==> config.mk <==
export PLATFORM = sky130hd
export DESIGN_NAME = multipath_link_selector_top
export DESIGN_NICKNAME = d
export VERILOG_FILES = /design/src/rtl/mls_pkg.sv /design/src/rtl/mls_cell.sv /design/src/rtl/multipath_link_selector_top.sv
export SDC_FILE = /design/constraint.sdc
export NUM_CORES = 2
export LEC_CHECK = 0
export ABC_AREA = 1
export BUFFER_PORTS_ARGS = -buffer_cell sky130_fd_sc_hd__buf_4
export CORE_MARGIN = 2
export CORE_UTILIZATION = 30
export DETAILED_ROUTE_END_ITERATION = 10
export PLACE_DENSITY = 0.43
export REMOVE_ABC_BUFFERS = 1
export SLEW_MARGIN = 20
export SYNTH_ARGS = -nofsm -noshare
export SYNTH_HDL_FRONTEND = slang
export SYNTH_SLANG_ARGS = --single-unit
==> constraint.sdc <==
create_clock -name i_clk -period 8.73 [get_ports i_clk]
set_input_delay 0.873 -clock i_clk [delete_from_list [all_inputs] [get_ports i_clk]]
set_output_delay 0.873 -clock i_clk [all_outputs]
set_load 0.01 [all_outputs]
==> src/rtl/mls_pkg.sv <==
// ----------------------------------------------------------------------------
// mls_pkg: shared types and constants for the multipath link selector
// Channel count, field widths, mode and register codes, the token that walks
// the cell chain, and the fraction table for the per-period byte limit.
// ----------------------------------------------------------------------------
package mls_pkg;

    // Channel chain and map geometry
    localparam int NUM_CHAN  = 4;
    localparam int MAP_SLOTS = 4;
    localparam int SLOT_LIM  = (NUM_CHAN < MAP_SLOTS) ? NUM_CHAN : MAP_SLOTS;
    localparam int CH_W      = 2;      // chosen_channel width
    localparam int CNT_W     = 3;      // channels_in_use width

    // Field and state widths
    localparam int NODE_W   = 8;
    localparam int BYTES_W  = 16;
    localparam int CAP_W    = 16;
    localparam int KB_W     = 24;
    localparam int RATE_W   = 21;
    localparam int LIM_W    = 20;      // capacity * 64 / 5 fits in 20 bits
    localparam int VAL_W    = 20;      // ranking value, max of rate and kbyte spare
    localparam int KB_ADD_W = BYTES_W - 10;
    localparam int CFG_IDX_W = 3;
    localparam int CFG_W     = 32;

    // Balance modes
    localparam logic [1:0] BAL_FIRST = 2'd0;
    localparam logic [1:0] BAL_RATE  = 2'd1;
    localparam logic [1:0] BAL_BYTES = 2'd2;

    // Drop modes
    localparam logic [1:0] DROP_NEVER = 2'd0;
    localparam logic [1:0] DROP_RATE  = 2'd1;
    localparam logic [1:0] DROP_BYTES = 2'd2;

    // Register indexes
    localparam logic [CFG_IDX_W-1:0] REG_BAL  = 3'd0;
    localparam logic [CFG_IDX_W-1:0] REG_DROP = 3'd1;
    localparam logic [CFG_IDX_W-1:0] REG_NCH  = 3'd2;
    localparam logic [CFG_IDX_W-1:0] REG_MAP  = 3'd3;
    localparam int                   REG_CAP0 = 4;

    // Per-packet context broadcast to every cell
    typedef struct packed {
        logic [NODE_W-1:0] node;
        logic [1:0]        bmode;
        logic [CNT_W-1:0]  nlim;
    } t_ctx;

    // Running choice handed from cell to cell
    typedef struct packed {
        logic              found;
        logic [CH_W-1:0]   best;
        logic [VAL_W-1:0]  best_val;
        logic [CAP_W-1:0]  best_sr;
        logic [LIM_W-1:0]  best_sk;
    } t_tok;

    // Counter update for the chosen channel
    typedef struct packed {
        logic                vld;
        logic [CH_W-1:0]     sel;
        logic [KB_ADD_W-1:0] kb;
    } t_upd;

    // floor(64 * r / 5) for remainder r of capacity / 5
    function automatic logic [5:0] limit_frac(input logic [2:0] rem);
        logic [5:0] f;
        case (rem)
            3'd0:    f = 6'd0;
            3'd1:    f = 6'd12;
            3'd2:    f = 6'd25;
            3'd3:    f = 6'd38;
            3'd4:    f = 6'd51;
            default: f = 6'd0;
        endcase
        return f;
    endfunction

endpackage

==> src/rtl/mls_cell.sv <==
// ----------------------------------------------------------------------------
// mls_cell: one channel slot of the selector chain
// Holds the slot's capacity, byte limit, period kbyte counter and measured
// rate. Compares itself against the incoming token and registers the token.
// ----------------------------------------------------------------------------
module mls_cell (
    input  logic                      i_clk,
    input  logic                      i_rst_n,
    input  logic [mls_pkg::CH_W-1:0]  i_index,
    input  logic [mls_pkg::NODE_W-1:0] i_node_id,
    input  logic                      i_cap_we,
    input  logic [mls_pkg::CAP_W-1:0] i_cap_data,
    input  mls_pkg::t_ctx             i_ctx,
    input  logic                      i_tick,
    input  mls_pkg::t_upd             i_upd,
    input  mls_pkg::t_tok             i_tok,
    input  logic                      i_tok_vld,
    output mls_pkg::t_tok             o_tok,
    output logic                      o_tok_vld
);
    import mls_pkg::*;

    logic [CAP_W-1:0]  r_cap;
    logic [LIM_W-1:0]  r_limit;
    logic [KB_W-1:0]   r_kb;
    logic [RATE_W-1:0] r_rate;
    t_tok              r_tok;
    logic              r_tok_vld;

    logic [31:0]       cap_prod;
    logic [13:0]       cap_q;
    logic [CAP_W-1:0]  cap_q5;
    logic [CAP_W-1:0]  cap_rem;
    logic [LIM_W-1:0]  n_limit;
    logic [CAP_W-1:0]  spare_rate;
    logic [LIM_W-1:0]  spare_kb;
    logic [VAL_W-1:0]  rank_val;
    logic              rank_mode;
    logic              match;
    t_tok              n_tok;
    logic [16:0]       kb_blocks;
    logic [RATE_W-1:0] n_rate;
    logic [KB_W:0]     kb_sum;

    // byte limit = capacity * 64 / 5, via capacity / 5 by reciprocal
    assign cap_prod = {16'd0, i_cap_data} * 32'd52429;
    assign cap_q    = cap_prod[31:18];
    assign cap_q5   = {cap_q, 2'b00} + {2'b00, cap_q};
    assign cap_rem  = i_cap_data - cap_q5;
    assign n_limit  = {cap_q, 6'd0} + {14'd0, limit_frac(cap_rem[2:0])};

    // spare figures of this slot
    assign spare_rate = ({5'd0, r_cap} > r_rate) ? (r_cap - r_rate[CAP_W-1:0]) : '0;
    assign spare_kb   = ({4'd0, r_limit} > r_kb) ? (r_limit - r_kb[LIM_W-1:0]) : '0;
    assign rank_mode  = (i_ctx.bmode == BAL_RATE) || (i_ctx.bmode == BAL_BYTES);
    assign rank_val   = (i_ctx.bmode == BAL_RATE) ? {4'd0, spare_rate} : spare_kb;
    assign match      = (i_node_id == i_ctx.node) &&
                        ({1'b0, i_index} < i_ctx.nlim);

    // candidate compare, earlier slot wins ties
    always_comb begin
        n_tok = i_tok;
        if (match) begin
            if (!i_tok.found) begin
                n_tok.found    = 1'b1;
                n_tok.best     = i_index;
                n_tok.best_val = rank_mode ? rank_val : '0;
                n_tok.best_sr  = spare_rate;
                n_tok.best_sk  = spare_kb;
            end else if (rank_mode && (rank_val > i_tok.best_val)) begin
                n_tok.best     = i_index;
                n_tok.best_val = rank_val;
                n_tok.best_sr  = spare_rate;
                n_tok.best_sk  = spare_kb;
            end
        end
    end

    // token stage toward the next cell
    always_ff @(posedge i_clk) begin
        if (i_tok_vld) begin
            r_tok <= n_tok;
        end
        if (!i_rst_n) begin
            r_tok_vld <= 1'b0;
        end else begin
            r_tok_vld <= i_tok_vld;
        end
    end

    assign o_tok     = r_tok;
    assign o_tok_vld = r_tok_vld;

    // tick: rate = (kbytes / 128) * 10
    assign kb_blocks = r_kb[KB_W-1:7];
    assign n_rate    = {1'b0, kb_blocks, 3'b000} + {3'b000, kb_blocks, 1'b0};
    assign kb_sum    = {1'b0, r_kb} + {{(KB_W+1-KB_ADD_W){1'b0}}, i_upd.kb};

    // slot state
    always_ff @(posedge i_clk) begin
        if (!i_rst_n) begin
            r_cap   <= '0;
            r_limit <= '0;
            r_kb    <= '0;
            r_rate  <= '0;
        end else begin
            if (i_cap_we) begin
                r_cap   <= i_cap_data;
                r_limit <= n_limit;
            end
            if (i_tick) begin
                r_rate <= n_rate;
                r_kb   <= '0;
            end else if (i_upd.vld && (i_upd.sel == i_index)) begin
                r_kb <= kb_sum[KB_W] ? {KB_W{1'b1}} : kb_sum[KB_W-1:0];
            end
        end
    end

endmodule

==> src/rtl/multipath_link_selector_top.sv <==
// ----------------------------------------------------------------------------
// multipath_link_selector_top: per-packet path chooser over channel slots
// Packets walk a chain of slot cells that pick a candidate channel; the chosen
// slot's kbyte counter is charged on forward. Ticks refresh measured rates.
//
//   Channel   Dir  Handshake                     Payload
//   s_axis    in   tvalid/tready                 tdata: dest_node, packet_bytes
//                                                tuser: kind
//   m_axis    out  tvalid/tready                 tdata: forwarded, dropped,
//                                                       no_path, chosen_channel
//   cfg       in   wr_en (no wait)               index, data
//
// A packet's result passes, from its transfer on, through the context stage, which
// loads on that edge, then the 4 slot cells, the hold stage, the output register.
// One packet is in the chain at a time; the next is taken once its result is
// loaded into the output register, even while m_axis stalls; an m_axis stall
// that holds back that load also holds back the next packet. A tick gives no result.
// Reset (synchronous, active low) sets config defaults, clears flags and slot state.
// ----------------------------------------------------------------------------
module multipath_link_selector_top (
    input  logic                          i_clk,
    input  logic                          i_rst_n,
    // s_axis
    input  logic                          i_s_axis_tvalid,
    output logic                          o_s_axis_tready,
    input  logic [23:0]                   i_s_axis_tdata,  // [7:0] dest_node, [23:8] packet_bytes
    input  logic                          i_s_axis_tuser,  // [0] kind
    // m_axis
    output logic                          o_m_axis_tvalid,
    input  logic                          i_m_axis_tready,
    output logic [7:0]                    o_m_axis_tdata,  // [0] forwarded, [1] dropped,
                                                           // [2] no_path, [4:3] chosen_channel
    // configuration
    input  logic                          i_cfg_wr_en,
    input  logic [mls_pkg::CFG_IDX_W-1:0] i_cfg_index,
    input  logic [mls_pkg::CFG_W-1:0]     i_cfg_data
);
    import mls_pkg::*;

    logic [1:0]          r_bal;
    logic [1:0]          r_drop;
    logic [CNT_W-1:0]    r_nch;
    logic [CFG_W-1:0]    r_map;

    t_ctx                r_ctx;
    logic [KB_ADD_W-1:0] r_kb_add;
    logic                r_go;
    logic                r_busy;

    t_tok                r_fin;
    logic                r_fin_vld;

    logic                r_out_vld;
    logic                r_out_fwd;
    logic                r_out_drop;
    logic                r_out_nopath;
    logic [CH_W-1:0]     r_out_ch;

    logic                s_xfer;
    logic                pkt_xfer;
    logic                tick_xfer;
    logic [CNT_W-1:0]    nlim;
    t_tok                w_tok [NUM_CHAN+1];
    logic [NUM_CHAN:0]   w_vld;
    logic                load;
    logic                pass;
    t_upd                upd;

    // input side
    assign o_s_axis_tready = !r_busy;
    assign s_xfer          = i_s_axis_tvalid && o_s_axis_tready;
    assign pkt_xfer        = s_xfer && !i_s_axis_tuser;
    assign tick_xfer       = s_xfer && i_s_axis_tuser;
    assign nlim            = (r_nch > CNT_W'(SLOT_LIM)) ? CNT_W'(SLOT_LIM) : r_nch;

    // configuration registers
    always_ff @(posedge i_clk) begin
        if (!i_rst_n) begin
            r_bal  <= BAL_RATE;
            r_drop <= DROP_RATE;
            r_nch  <= '0;
            r_map  <= '0;
        end else if (i_cfg_wr_en) begin
            case (i_cfg_index)
                REG_BAL:  r_bal  <= i_cfg_data[1:0];
                REG_DROP: r_drop <= i_cfg_data[1:0];
                REG_NCH:  r_nch  <= i_cfg_data[CNT_W-1:0];
                REG_MAP:  r_map  <= i_cfg_data;
                default:  ;
            endcase
        end
    end

    // packet context, launch into the chain
    always_ff @(posedge i_clk) begin
        if (pkt_xfer) begin
            r_ctx.node  <= i_s_axis_tdata[NODE_W-1:0];
            r_ctx.bmode <= r_bal;
            r_ctx.nlim  <= nlim;
            r_kb_add    <= i_s_axis_tdata[23 -: KB_ADD_W];
        end
        if (!i_rst_n) begin
            r_go   <= 1'b0;
            r_busy <= 1'b0;
        end else begin
            r_go <= pkt_xfer;
            if (pkt_xfer) begin
                r_busy <= 1'b1;
            end else if (load) begin
                r_busy <= 1'b0;
            end
        end
    end

    // chain of slot cells
    assign w_tok[0] = '0;
    assign w_vld[0] = r_go;

    for (genvar g = 0; g < NUM_CHAN; g++) begin : g_cell
        mls_cell u_cell (
            .i_clk      (i_clk),
            .i_rst_n    (i_rst_n),
            .i_index    (CH_W'(g)),
            .i_node_id  (r_map[NODE_W*g +: NODE_W]),
            .i_cap_we   (i_cfg_wr_en && (i_cfg_index == CFG_IDX_W'(REG_CAP0 + g))),
            .i_cap_data (i_cfg_data[CAP_W-1:0]),
            .i_ctx      (r_ctx),
            .i_tick     (tick_xfer),
            .i_upd      (upd),
            .i_tok      (w_tok[g]),
            .i_tok_vld  (w_vld[g]),
            .o_tok      (w_tok[g+1]),
            .o_tok_vld  (w_vld[g+1])
        );
    end

    // hold the final choice until the output register is free
    always_ff @(posedge i_clk) begin
        if (w_vld[NUM_CHAN]) begin
            r_fin <= w_tok[NUM_CHAN];
        end
        if (!i_rst_n) begin
            r_fin_vld <= 1'b0;
        end else if (w_vld[NUM_CHAN]) begin
            r_fin_vld <= 1'b1;
        end else if (load) begin
            r_fin_vld <= 1'b0;
        end
    end

    assign load = r_fin_vld && (!r_out_vld || i_m_axis_tready);

    // drop test on the chosen slot
    always_comb begin
        case (r_drop)
            DROP_RATE:  pass = (r_fin.best_sr != '0);
            DROP_BYTES: pass = (r_fin.best_sk != '0);
            default:    pass = 1'b1;
        endcase
    end

    // charge the chosen slot on forward
    assign upd.vld = load && r_fin.found && pass;
    assign upd.sel = r_fin.best;
    assign upd.kb  = r_kb_add;

    // output register
    always_ff @(posedge i_clk) begin
        if (load) begin
            r_out_fwd    <= r_fin.found && pass;
            r_out_drop   <= r_fin.found && !pass;
            r_out_nopath <= !r_fin.found;
            r_out_ch     <= r_fin.found ? r_fin.best : '0;
        end
        if (!i_rst_n) begin
            r_out_vld <= 1'b0;
        end else if (load) begin
            r_out_vld <= 1'b1;
        end else if (i_m_axis_tready) begin
            r_out_vld <= 1'b0;
        end
    end

    assign o_m_axis_tvalid = r_out_vld;
    assign o_m_axis_tdata  = {3'b000, r_out_ch, r_out_nopath, r_out_drop, r_out_fwd};

`ifndef NO_ASSERTIONS
    // at most one packet in the chain or hold stage
    a_one_token: assert property (@(posedge i_clk) disable iff (!i_rst_n)
        $onehot0({w_vld, r_fin_vld}))
        else $error("more than one token in the selector chain");

    // a token in flight means the input side is closed
    a_busy_hold: assert property (@(posedge i_clk) disable iff (!i_rst_n)
        (r_fin_vld || (w_vld != '0)) |-> r_busy)
        else $error("token in flight while not busy");

    // result flags are mutually exclusive and no path reports slot zero
    a_result_flags: assert property (@(posedge i_clk) disable iff (!i_rst_n)
        r_out_vld |-> ($onehot({r_out_fwd, r_out_drop, r_out_nopath}) &&
                       (!r_out_nopath || (r_out_ch == '0))))
        else $error("inconsistent result flags");

    // a packet transfer launches into the first cell next cycle
    a_launch: assert property (@(posedge i_clk) disable iff (!i_rst_n)
        pkt_xfer |=> (r_go && r_busy))
        else $error("packet not launched");
`endif

endmodule

== Word-level counts from Yosys, hierarchy flattened ==
Cells that the tools add are included.

* Equal/unequal tests: 22
* Mux-type cells: 37
* Bitwise gates (word level): 3
* $mul: 1
* Add/sub/neg operators: 19
* Order comparisons: 16
* Reduce and logical (&&, ||, !) cells: 44

{| class="wikitable"
|+ Operators by type and width
! operator !! number
|-
| $mux W58 || 9
|-
| $mux W20 || 12
|-
| $add A24 B6 Y25 || 4
|-
| $gt A20 B24 Y1 || 4
|-
| $mux W24 || 4
|-
| $add A20 B18 Y21 || 4
|-
| $gt A16 B21 Y1 || 4
|-
| $sub A20 B20 Y20 || 4
|-
| $mux W16 || 4
|-
| $sub A16 B16 Y16 || 4
|-
| $gt A20 B20 Y1 || 3
|-
| $mux W59 || 1
|-
| $eq A8 B8 Y1 || 4
|-
| $mul A16 B16 Y32 const B || 1
|-
| $pmux W6 S4 || 1
|-
| $logic_and A1 B1 Y1 || 23
|-
| $add A20 B6 Y20 || 1
|-
| $reduce_bool A20 Y1 || 1
|-
| $reduce_bool A16 Y1 || 1
|-
| $eq A3 B3 Y1 const B || 5
|-
| $eq A3 B2 Y1 const B || 4
|-
| $reduce_and A2 Y1 || 5
|-
| $eq A2 B2 Y1 const B || 4
|-
| $eq A2 B1 Y1 const B || 3
|-
| other kinds (16) || 32
|}

* Bits in registers: 650
* Output and inout bits: 10
* Logic and storage cells: 202
* Input bits: 65

== Depth between registers and ports, before layout ==
* Word-level depth: 8
* Gate-level depth with buffers: 34
* Depth with buffers taken out: 34

== Modules after synthesis ==
Synthesis repeated with hierarchy kept, for this count alone.

* Cell total of the unflattened synthesis: 8631
* Area total of the unflattened synthesis: 64797.1 µm²

{| class="wikitable"
|+ By module, submodules not included
! module !! times used !! cells an instance !! area each (µm²)
|-
| mls_cell at g_cell[1].u_cell || 1 || 2097 || 15459.8
|-
| mls_cell at g_cell[3].u_cell || 1 || 2131 || 15452.3
|-
| mls_cell at g_cell[0].u_cell || 1 || 2081 || 15137.0
|-
| mls_cell at g_cell[2].u_cell || 1 || 1996 || 14981.9
|-
| multipath_link_selector_top || 1 || 326 || 3766.1
|}

== Worst setup path after synthesis ==
Ideal clock, no wire load.

* Path kind: input to register
* From: input port i_cfg_data[1] (netlist bit)
* To: register g_cell[1].u_cell.r_limit[4]
* Stages on the path: 33
* Setup slack: 2.097 ns
* Buffers on the path: 0
* Data arrival time: 6.505 ns
* Cells stage by stage: ha_1 xor2_1 ha_1 fa_1 fa_1 fa_1 inv_1 fa_1 inv_1 ha_1 nand2_1 inv_1 nand3_1 inv_1 a21oi_1 nand2_1 nand2_1 nand2_1 ha_1 inv_1 ha_1 nor2_1 fa_1 xnor2_1 inv_1 nand3_1 nand2_1 inv_1 nand2_1 nand2_1 nand2_1 nand2_1 a21oi_1

* Cells in the longest elaborated chain, start to end: 6

{| class="wikitable"
|+ Ends and longest elaborated chain
! element !! RTL line !! text
|-
| start, declared || multipath_link_selector_top.sv:36 || <nowiki>input logic [mls_pkg::CFG_W-1:0] i_cfg_data</nowiki>
|-
| $mul A16 B16 Y32 (*) || n/a ||
|-
| named net g_cell[0].u_cell.cap_prod[18] || mls_cell.sv:30 || <nowiki>logic [31:0] cap_prod;</nowiki>
|-
| $add A3 B3 Y3 (*) || mls_cell.sv:48 || <nowiki>assign cap_q5 = {cap_q, 2'b00} + {2'b00, cap_q};</nowiki>
|-
| $sub A3 B3 Y3 (*) || mls_cell.sv:49 || <nowiki>assign cap_rem = i_cap_data - cap_q5;</nowiki>
|-
| $eq A3 B3 Y1, or another cell as far along || mls_pkg.sv:70 || <nowiki>case (rem)</nowiki>
|-
| $pmux W6 S4 (*) || mls_pkg.sv:70 ||
|-
| $add A20 B6 Y20 (*) || mls_cell.sv:50 || <nowiki>assign n_limit = {cap_q, 6'd0} + {14'd0, limit_frac(cap_rem[2:0])};</nowiki>
|-
| end signal, assigned || mls_cell.sv:109 || <nowiki>r_limit <= n_limit;</nowiki>
|-
| end, declared || mls_cell.sv:24 || <nowiki>logic [LIM_W-1:0] r_limit;</nowiki>
|}

The timed path passes the listed nets; every way through them passes the cells marked *.
A chain may end at the register's enable or synchronous reset.

== Worst setup path after layout ==
* From: input port i_cfg_data[2] (netlist bit)
* To: register g_cell[3].u_cell.r_limit[4]

* Cells in the longest elaborated chain, start to end: 6

{| class="wikitable"
|+ Ends and longest elaborated chain
! element !! RTL line
|-
| $mul A16 B16 Y32 (*) || n/a
|-
| named net g_cell[0].u_cell.cap_prod[18] || mls_cell.sv:30
|-
| $add A3 B3 Y3 (*) || mls_cell.sv:48
|-
| $sub A3 B3 Y3 (*) || mls_cell.sv:49
|-
| $eq A3 B3 Y1, or another cell as far along || mls_pkg.sv:70
|-
| $pmux W6 S4 (*) || mls_pkg.sv:70
|-
| $add A20 B6 Y20 (*) || mls_cell.sv:50
|-
| end signal, assigned || mls_cell.sv:109
|-
| end, declared || mls_cell.sv:24
|}

Marks and branches as above.

==> metrics <==
gp weighted congestion between 0.9 and 1; Reg clk slew, reported paths about 60 ps; vias 41.08k; Post-CTS Resized 0; sequential-to-total area share from yosys stat between 30% and 40%; DP Worst Slack between 1000 and 1500 ps; Worst Path Max Fanout 14; DIE HEIGHT around 400 microns; Clock Latency Late Sink between 700 and 800 ps; Die ar. approximately 160,000 sq um; post-synthesis cell count about 6.3k; Port-buffer cells 61; Worst-Margin Slew 1117 ps; fraction of layout cells with a size suffix above 1 under 10%; Clock Tree Buf Depth 3; critical path data required time between 9000 and 10,000 ps; Post-synth EDFFs around 280; asr flop ratio synth 0%; Hold-fix buffers, CTS 0; most used cell, CP nand2_1; ranking of synthesized cells by area edfxtp_1 (18%), dfxtp_1 (15%), nand2_1 (12%), ha_1 (11%), inv_1 (6.3%); setup_tns 0 ps; Crit path largest cell delay 540 ps; first-pass GRT wire length approximately 260 mm; 1st-iter DRT viols ~2.8k; Worst slew margin 25.56%; total power divided by cell area 248.3 nW/um^2; R2R cell count 27; Final #Nets around 7k; CORE AREA 154,000 sq um; HP Start i_s_axis_tdata[2]; Setup Viol. Count Final 0; Synth Cell Area between 40,000 and 50,000 sq um; DRC 0; num rows 144; Post-CTS Setup Bufs 0; Initial Utilization between 30 and 40%; CTS buffer count just under 80; crit path kind in -> reg; reg2reg end g_cell[2].u_cell.o_tok[40]; Fillers 16.56k; Final Critical Period about 7000 ps; Max Cap Viol 0; Worst Hold Depth 1; Synth Register Bits roughly 640; fin. max-slew vios 0; # diodes 0; crit path DAT roughly 7600 ps; antenna violations before repair 5; Endpoint, Worst Hold r_ctx[7]; gr usage total 22.26%; LEAKAGE roughly 0.024 uW; FF-to-FF setup slack approximately 2600 ps; CP max-delay cell fa_1; reg2reg start g_cell[2].u_cell.r_kb[0]; library cells used by synthesis 67; status completed; CTS Root Cell clkbuf_16; dpl hpwl between 100 and 150 mm; Final WS setup about 1700 ps; crit start category primary input; peak supply drop 569.6 uV; Area growth, synth to finish 11.10%; H-tree depth 3; die width approximately 400 microns; Fmax 0.1422 GHz; RSZ-0062 raised after global routing no; CTS tree done; CP endpoint kind register; synth warn 0; Pre-antenna DRT Iters 5; top cell type's share of synthesized area ~18%; vias in the first global route ~40k; post-route clock skew 48.50 ps; ANT nets after route 0; routed len/inst 21.20 microns; drt via density between 4 and 5; Synth area leader edfxtp_1; global route overflow 0; I/O pins 75; ys flop type dfxtp_1; largest net degree at the start of global routing around 80; Syn Area/Cell 7.381 sq um; hold crit path type in -> reg; Clock Sinks between 600 and 700; final hold vios 0; Tcrit/Tclk final around four fifths; DRT Wirelength about 180 mm
power by group:
part / total, uW / switching [uW] / leakage [uW] / internal, uW
registers: 3220 / 65.7 / 0.00539 / 3160
logic: 6100 / 4320 / 0.0168 / 1780
clock network: 3520 / 1490 / 0.00133 / 2030
total: 12800 / 5870 / 0.0235 / 6960
cell families (layout without fill, tap and decap cells):
group	after synthesis	after routing	synth area share, %
AOI/OAI and AO/OA	1168	1168	13.66
xor gates and xnor gates	218	218	4.105
and+or+nand+nor	2773	2773	25.13
DFF	635	635	33.27
other	1	3	0.008062
buffers and inverters	991	1042	8.432
adders and majority gates	516	516	15.40
worst max-delay path: cells and delay by family:
kind / cells / cell delay, ps
AND/OR/NAND/NOR: 12 / 1310
AO/OA/AOI/OAI: 2 / 320
buffers and inverters: 8 / 640
XOR/XNOR: 2 / 410
adder cells (fa/ha/maj): 10 / 4010
worst max-delay path by stage:
stage / from / endpoint / depth (start not counted)
5_1_grt: i_cfg_data[2] / g_cell[1].u_cell.r_limit[4] / 34
6_report: i_cfg_data[2] / g_cell[3].u_cell.r_limit[4] / 34
4_1_cts: i_cfg_data[2] / g_cell[3].u_cell.r_limit[4] / 34
2_1_floorplan: i_cfg_data[1] / g_cell[0].u_cell.r_limit[4] / 33
3_3_place_gp: i_cfg_data[2] / g_cell[2].u_cell.r_limit[4] / 34
3_5_place_dp: i_cfg_data[2] / g_cell[3].u_cell.r_limit[4] / 34
sequential cells by signal (all words and copies together) (netlist names):
| signal | count |
|---|---|
| g_cell.u_cell.r_cap | 64 |
| r_out_nopath | 1 |
| g_cell.u_cell.r_kb | 96 |
| r_busy | 1 |
| o_m_axis_tvalid | 1 |
| r_out_drop | 1 |
| r_out_fwd | 1 |
| r_go | 1 |
| r_fin | 39 |
| r_drop | 2 |
| r_map | 32 |
| r_ctx | 13 |
| r_fin_vld | 1 |
| r_nch | 3 |
| g_cell.u_cell.r_rate | 80 |
| g_cell.u_cell.o_tok_vld | 4 |
| r_kb_add | 6 |
| g_cell.u_cell.r_limit | 72 |
| g_cell.u_cell.o_tok | 213 |
| r_bal | 2 |
| r_out_ch | 2 |
metal layers:
| layer | vias up | wire length, microns | track usage (%) |
|---|---|---|---|
| li1 | 20820 | - | - |
| met1 | 19320 | 80670 | 28.98 |
| met2 | 752 | 85470 | 38.38 |
| met3 | 189 | 5499 | 1.800 |
| met4 | 0 | 6445 | 8.097 |
| met5 | - | 0 | 0 |
synth_stat cells (7+ instances only):
cell type / number
a21boi_0: 11
a21o_1: 24
a21oi_1: 462
a31oi_1: 17
and2_1: 7
buf_1: 14
buf_2: 33
buf_4: 22
buf_6: 7
clkbuf_1: 111
dfxtp_1: 359
edfxtp_1: 276
fa_1: 94
ha_1: 422
inv_1: 777
inv_2: 18
nand2_1: 1520
nand2_2: 30
nand3_1: 309
nand3b_1: 17
nand4_1: 77
nor2_1: 617
nor2_2: 10
nor2_4: 14
nor3_1: 90
nor4_1: 40
o211ai_1: 27
o21a_1: 16
o21ai_0: 481
o21ai_1: 20
o21ai_2: 13
o21bai_1: 17
o22ai_1: 35
o31ai_1: 17
or2_2: 16
xnor2_1: 56
xor2_1: 162
layout by cell type, fill, tap and decap left out, types with 56 or more instances in the layout:
master,instances
nand2_1,1519
inv_1,775
nor2_1,611
o21ai_0,481
a21oi_1,462
ha_1,421
dfxtp_1,354
nand3_1,309
edfxtp_1,276
xor2_1,162
buf_4,95
fa_1,94
nor3_1,90
clkbuf_16,79
nand4_1,77
xnor2_1,56
final cells by class:
cell class	instances	area (sq um)	area share, %
Multi-Input combinational cell	4678	27180	52.59
Sequential cell	635	15480	29.96
Tap cell	2044	2557	4.949
Inverter	801	3009	5.823
Clock inverter	43	603.1	1.167
Clock buffer	103	2138	4.138
Timing Repair Buffer	95	713.2	1.380
per-stage QoR:
stage	area [sq um]	instances	utilization (%)	total power, uW	hold WS [ps]
after floorplan	45610	6114	-	7267	400.3
after global placement	48930	8252	31.76	9361	402.7
after global routing	51680	8399	33.55	13730	311.7
after CTS	51680	8399	33.55	12920	273.7
after detailed placement	48940	8253	31.77	9335	404.5
final	51680	8399	33.55	12830	328.0
Note: power is estimated with default switching activity, not from simulation.
